$ cat src/ssg_pkg.sv
// ----------------------------------------------------------------------------
// ssg_pkg
// Shared constants and the CORDIC arctangent table of the sine sample generator.
// ----------------------------------------------------------------------------
package ssg_pkg;

    localparam int unsigned CFG_IDX_W = 3;

    localparam logic [CFG_IDX_W-1:0] CFG_CYCLES_PER_TABLE = 3'd0;
    localparam logic [CFG_IDX_W-1:0] CFG_AMPLITUDE        = 3'd1;
    localparam logic [CFG_IDX_W-1:0] CFG_PHASE_RADIANS    = 3'd2;
    localparam logic [CFG_IDX_W-1:0] CFG_TABLE_LENGTH     = 3'd3;
    localparam logic [CFG_IDX_W-1:0] CFG_DC_OFFSET        = 3'd4;

    localparam logic [15:0] RST_CYCLES_PER_TABLE = 16'd1;
    localparam logic [14:0] RST_AMPLITUDE        = 15'd2047;
    localparam logic [15:0] RST_PHASE_RADIANS    = 16'd0;
    localparam logic [15:0] RST_TABLE_LENGTH     = 16'd1024;
    localparam logic [15:0] RST_DC_OFFSET        = 16'd2048;

    // round(2^48 / (2*pi)), split in two 24-bit halves
    localparam logic [23:0] INV_TWO_PI_LO = 24'hDB9391;
    localparam logic [23:0] INV_TWO_PI_HI = 24'h28BE60;

    localparam int unsigned CORDIC_XW = 34;
    localparam int unsigned CORDIC_ZW = 33;
    localparam logic signed [CORDIC_XW-1:0] CORDIC_GAIN = 34'sd652032874;

    localparam int unsigned ANGLE_W = 32;

    typedef logic [1:0] t_quad;
    localparam t_quad QUAD_0 = 2'd0;
    localparam t_quad QUAD_1 = 2'd1;
    localparam t_quad QUAD_2 = 2'd2;
    localparam t_quad QUAD_3 = 2'd3;

    function automatic logic [29:0] atan_turn(input int k);
        logic [29:0] v;
        unique case (k)
            0:  v = 30'd536870912;
            1:  v = 30'd316933406;
            2:  v = 30'd167458907;
            3:  v = 30'd85004756;
            4:  v = 30'd42667331;
            5:  v = 30'd21354465;
            6:  v = 30'd10679838;
            7:  v = 30'd5340245;
            8:  v = 30'd2670163;
            9:  v = 30'd1335087;
            10: v = 30'd667544;
            11: v = 30'd333772;
            12: v = 30'd166886;
            13: v = 30'd83443;
            14: v = 30'd41722;
            15: v = 30'd20861;
            16: v = 30'd10430;
            17: v = 30'd5215;
            18: v = 30'd2608;
            19: v = 30'd1304;
            20: v = 30'd652;
            21: v = 30'd326;
            22: v = 30'd163;
            23: v = 30'd81;
            default: v = 30'd0;
        endcase
        return v;
    endfunction

endpackage

$ cat src/ssg_cordic.sv
// ----------------------------------------------------------------------------
// ssg_cordic
// Unrolled rotation-mode CORDIC, one register stage per iteration, Q30 sine.
// ----------------------------------------------------------------------------
module ssg_cordic #(
    parameter int CORDIC_STAGES = 16
) (
    input  logic                                  i_clk,
    input  logic                                  i_rst_n,
    input  logic                                  i_vld,
    input  logic [ssg_pkg::ANGLE_W-1:0]           i_angle,
    output logic                                  o_vld,
    output logic signed [ssg_pkg::CORDIC_XW-1:0]  o_sine
);

    localparam int XW = ssg_pkg::CORDIC_XW;
    localparam int ZW = ssg_pkg::CORDIC_ZW;

    logic                 r_vld [0:CORDIC_STAGES];
    logic signed [XW-1:0] r_x   [0:CORDIC_STAGES];
    logic signed [XW-1:0] r_y   [0:CORDIC_STAGES];
    logic signed [ZW-1:0] r_z   [0:CORDIC_STAGES];
    ssg_pkg::t_quad       r_q   [0:CORDIC_STAGES];
    logic                 r_out_vld;
    logic signed [XW-1:0] r_sine;

    always_ff @(posedge i_clk) begin
        if (!i_rst_n) begin
            r_vld[0] <= 1'b0;
        end else begin
            r_vld[0] <= i_vld;
        end
        r_x[0] <= ssg_pkg::CORDIC_GAIN;
        r_y[0] <= '0;
        r_z[0] <= $signed({3'b000, i_angle[29:0]});
        r_q[0] <= i_angle[31:30];
    end

    for (genvar k = 0; k < CORDIC_STAGES; k++) begin : g_stage
        logic signed [XW-1:0] dx;
        logic signed [XW-1:0] dy;
        logic signed [ZW-1:0] at;
        assign dx = r_y[k] >>> k;
        assign dy = r_x[k] >>> k;
        assign at = $signed({3'b000, ssg_pkg::atan_turn(k)});

        always_ff @(posedge i_clk) begin
            if (!i_rst_n) begin
                r_vld[k+1] <= 1'b0;
            end else begin
                r_vld[k+1] <= r_vld[k];
            end
            if (!r_z[k][ZW-1]) begin
                r_x[k+1] <= r_x[k] - dx;
                r_y[k+1] <= r_y[k] + dy;
                r_z[k+1] <= r_z[k] - at;
            end else begin
                r_x[k+1] <= r_x[k] + dx;
                r_y[k+1] <= r_y[k] - dy;
                r_z[k+1] <= r_z[k] + at;
            end
            r_q[k+1] <= r_q[k];
        end
    end

    always_ff @(posedge i_clk) begin
        if (!i_rst_n) begin
            r_out_vld <= 1'b0;
        end else begin
            r_out_vld <= r_vld[CORDIC_STAGES];
        end
        unique case (r_q[CORDIC_STAGES])
            ssg_pkg::QUAD_0: r_sine <= r_y[CORDIC_STAGES];
            ssg_pkg::QUAD_1: r_sine <= r_x[CORDIC_STAGES];
            ssg_pkg::QUAD_2: r_sine <= -r_y[CORDIC_STAGES];
            ssg_pkg::QUAD_3: r_sine <= -r_x[CORDIC_STAGES];
        endcase
    end

    assign o_vld  = r_out_vld;
    assign o_sine = r_sine;

endmodule

$ cat config.mk
export PLATFORM = sky130hd
export DESIGN_NAME = ssg_cordic
export DESIGN_NICKNAME = d
export VERILOG_FILES = /design/src/ssg_pkg.sv /design/src/ssg_cordic.sv
export SDC_FILE = /design/constraint.sdc
export NUM_CORES = 2
export LEC_CHECK = 0
export ABC_CLOCK_PERIOD_IN_PS = 7520
export BUFFER_PORTS_ARGS = -buffer_cell sky130_fd_sc_hd__buf_4
export CAP_MARGIN = 20
export CORE_ASPECT_RATIO = 0.7
export CORE_UTILIZATION = 67
export CTS_BUF_LIST = sky130_fd_sc_hd__clkbuf_4
export DETAILED_ROUTE_END_ITERATION = 10
export PLACE_DENSITY = 0.92
export SYNTH_ARGS = -nofsm -noshare
export SYNTH_HDL_FRONTEND = slang
export SYNTH_SLANG_ARGS = --single-unit
export TNS_END_PERCENT = 5
$ cat constraint.sdc
create_clock -name i_clk -period 7.52 [get_ports i_clk]
set_clock_uncertainty 0.2 [all_clocks]
set_input_delay 1.504 -clock i_clk [delete_from_list [all_inputs] [get_ports i_clk]]
set_output_delay 1.504 -clock i_clk [all_outputs]
set_load 0.02 [all_outputs]
==> metrics.md <==
| Metric | Value |
|---|---|
| Hold Fails Final Rpt | 0 |
| Routability Congestion | 1.01 |
| Share of the synthesized area in the top cell type | 0.281 |
| Largest net degree at the start of global routing | 80 |
| Resized Gates After CTS | 0 |
| FFs w/ async S/R, synth | 0 |
| Synth Flop Type | dfxtp_1 |
| Reg clk slew, reported paths | roughly 0.070 ns |
| CTS tree | built |
| CTS buffer count | roughly 400 |
| Area post-placement | 0.111 mm² |
| Critical Path RT | 8.59 ns |
| Core area | between 0.15 and 0.2 mm² |
| Layout area overhead | 7.12% |
| Setup TNS | 0 ns |
| Starting Density | 0.675 |
| Number of port buffers | 69 |
| RSZ-0062 raised after global routing | false |
| Fin area | 0.116 mm² |
| DR vias | ~99000 |
| Crit path time final | 6.22 ns |
| Fin. max-slew vios | 0 |
| Non-Filler Instances | 15500 |
| Vias in the first global route | 92100 |
| Seq cells post-synth | 1527 |
| Clock Path Buffers | 4 |
| Post-synthesis instance total | between 10000 and 15000 |
| Net Count, Synth | around 14000 |
| Critical path arrival | 7.29 ns |
| Tcrit/Tclk final | 0.827 |
| Cell Area, Synth | 0.109 mm² |
| Detailed Route Iter0 Violations | 11300 |
| Number of flops mapped to enable cells by yosys | 0 |
| Routed WL | 316000 µm |
| Root Driver | clkbuf_4 |
| Top-count cell post-synth | dfxtp_1 |
| IO Pins | 70 |
| Die H | between 300 and 400 µm |
| Die X | slightly below 500 µm |
| First-pass GRT wire length | 497000 µm |
| Avg WL per Cell | 20.4 µm |
| Initial antenna violation count | 15 |
| Total global-route track usage | 0.371 |
| Initial DRT Pass Iterations | 8 |
| Setup violators final | 0 |
| Cell Rows | 123 |
| Crit path launch | r_x[6][6]$_DFF_P_ |
| Max cap viols | 0 |
| # DRC | 0 |
| R2R Path Start | r_x[6][6]$_DFF_P_ |
| Worst Hold Class | register to register |
| Clock Latency Late Sink | 1.43 ns |
| Synth area leader | dfxtp_1 |
| Worst-path fanout max | 5 |
| FMAX | 0.161 GHz |
| Layout cells sized above 1 | 0.0636 |
| Placed Cells | 14800 |
| HPWL Detailed | about 250000 µm |
| Clk sink count | 1527 |
| DRT antenna net count | 0 |
| Hold WS | 0.0544 ns |
| Setup CP Type | register to register |
| HP Start | r_z[11][1]$_DFF_P_ |
| H-Tree Depth | 5 |
| Fin nets | 14500 |
| Crit start category | register |
| Die ar. | 0.164 mm² |
| Sequential share of the synthesized area | 0.281 |
| Outcome | finished clean |
| Worst slew margin | 0.138 |
| Top cells by area, synth | dfxtp_1, ha_1, xnor2_1 |
| Synth cell types | 100 |
| Final global-route overflow total | 0 |
| Critical Path Sink Type | register |
| Top cells by count, synth | dfxtp_1, a21oi_1, ha_1, xnor2_1, nor2_1 |
| Via density | 6.38 |
| Syn_area_per_cell | 8.50 µm² |
| Yosys warnings | 0 |
| Worst-Margin Slew | 1.28 ns |
[worst max-delay path, stage by stage, from the launching register on]
cell and delay (ns):
dfxtp_1 0.34, inv_1 0.07, ha_1 0.17, nand2b_1 0.11, or4_1 0.52, nor4_1 0.90
nand3_1 0.35, nor3_1 0.42, a21oi_1 0.15, xnor2_1 0.16, ha_1 0.42, nand4_1 0.22
nor3_1 0.36, o2111ai_1 0.44, a311oi_1 0.61, nand3_1 0.18, a41oi_1 0.20, o21a_1 0.14
nor2_1 0.05, xnor2_1 0.11
[stage by stage]
stage,utilization,worst slack (ns)
finish,0.723,1.30
global route,0.723,1.11
CTS,0.723,1.64
detailed placement,0.692,1.71
global placement,0.692,1.91
floorplan,-,1.93
[cells by family after synthesis]
family                     Yosys count  synth area share
adders and majority gates         1383             0.162
and+or+nand+nor                   3328             0.150
muxes                               95           0.00942
buffers and inverters              754            0.0264
AOI/OAI and AO/OA                 3875             0.225
DFF                               1527             0.281
xor gates and xnor gates          1814             0.146
[what timing repair did]
action / 4_1_cts / 5_1_grt
hold buffers: 27 / 0
buffers inserted: 0 / 0
hold endpoints to repair: 27 / 0
[registers in the layout, summed over array words and instances (netlist names)]
| register | cells |
|---|---|
| r_q | 34 |
| r_vld | 17 |
| r_x | 475 |
| o_sine | 34 |
| r_z | 489 |
| o_vld | 1 |
| r_y | 477 |
[cell type report]
class                   instances  area [µm²]
multi-input cells           10500       75200
repair buffers                140        1220
clock inverters               143         742
inverters                     536        2010
well taps                    2125        2660
flip-flops and latches       1527       30600
clock buffers                 520        3900
fillers                     12200       44500
diodes                         18        45.0
[routing by layer]
metal	share of wire	wire (µm)	GRT usage	vias up
li1	-	-	-	46900
met1	0.47	148000	0.559	46300
met2	0.39	122000	0.508	5067
met3	0.13	39600	0.107	644
met4	0.022	6800	0.0964	12
met5	0.00029	91	0	-
[path summary, 6_finish.rpt]
| kind | to | slack [ns] | cells past startpoint |
|---|---|---|---|
| max | r_y[7][33]$_DFF_P_ | 1.30 | 19 |
| min | r_z[12][1]$_DFF_P_ | 0.05 | 0 |
| min reg2reg | r_z[12][1]$_DFF_P_ | 0.05 | 0 |
| max reg2reg | r_y[7][33]$_DFF_P_ | 1.30 | 19 |
[cell usage in the layout (no fill, tap or decap), drive strengths merged, types with 133 or more instances in the layout]
cell    synthesis  layout
o21a          196     196
nor2         1067    1067
o21bai        156     156
nand2         629     629
nor2b         205     205
inv           534     540
a21oi        1418    1418
o21ai         635     635
clkbuf        175     523
xnor2        1186    1186
dfxtp        1527    1527
nand2b        192     192
nand3         224     224
a21o          667     667
ha           1345    1345
clkinv          2     133
xor2          628     628
nor3          339     339
Power is not shown: default switching activity piles up to over one toggle a cycle in this logic, so the estimate is an artifact.
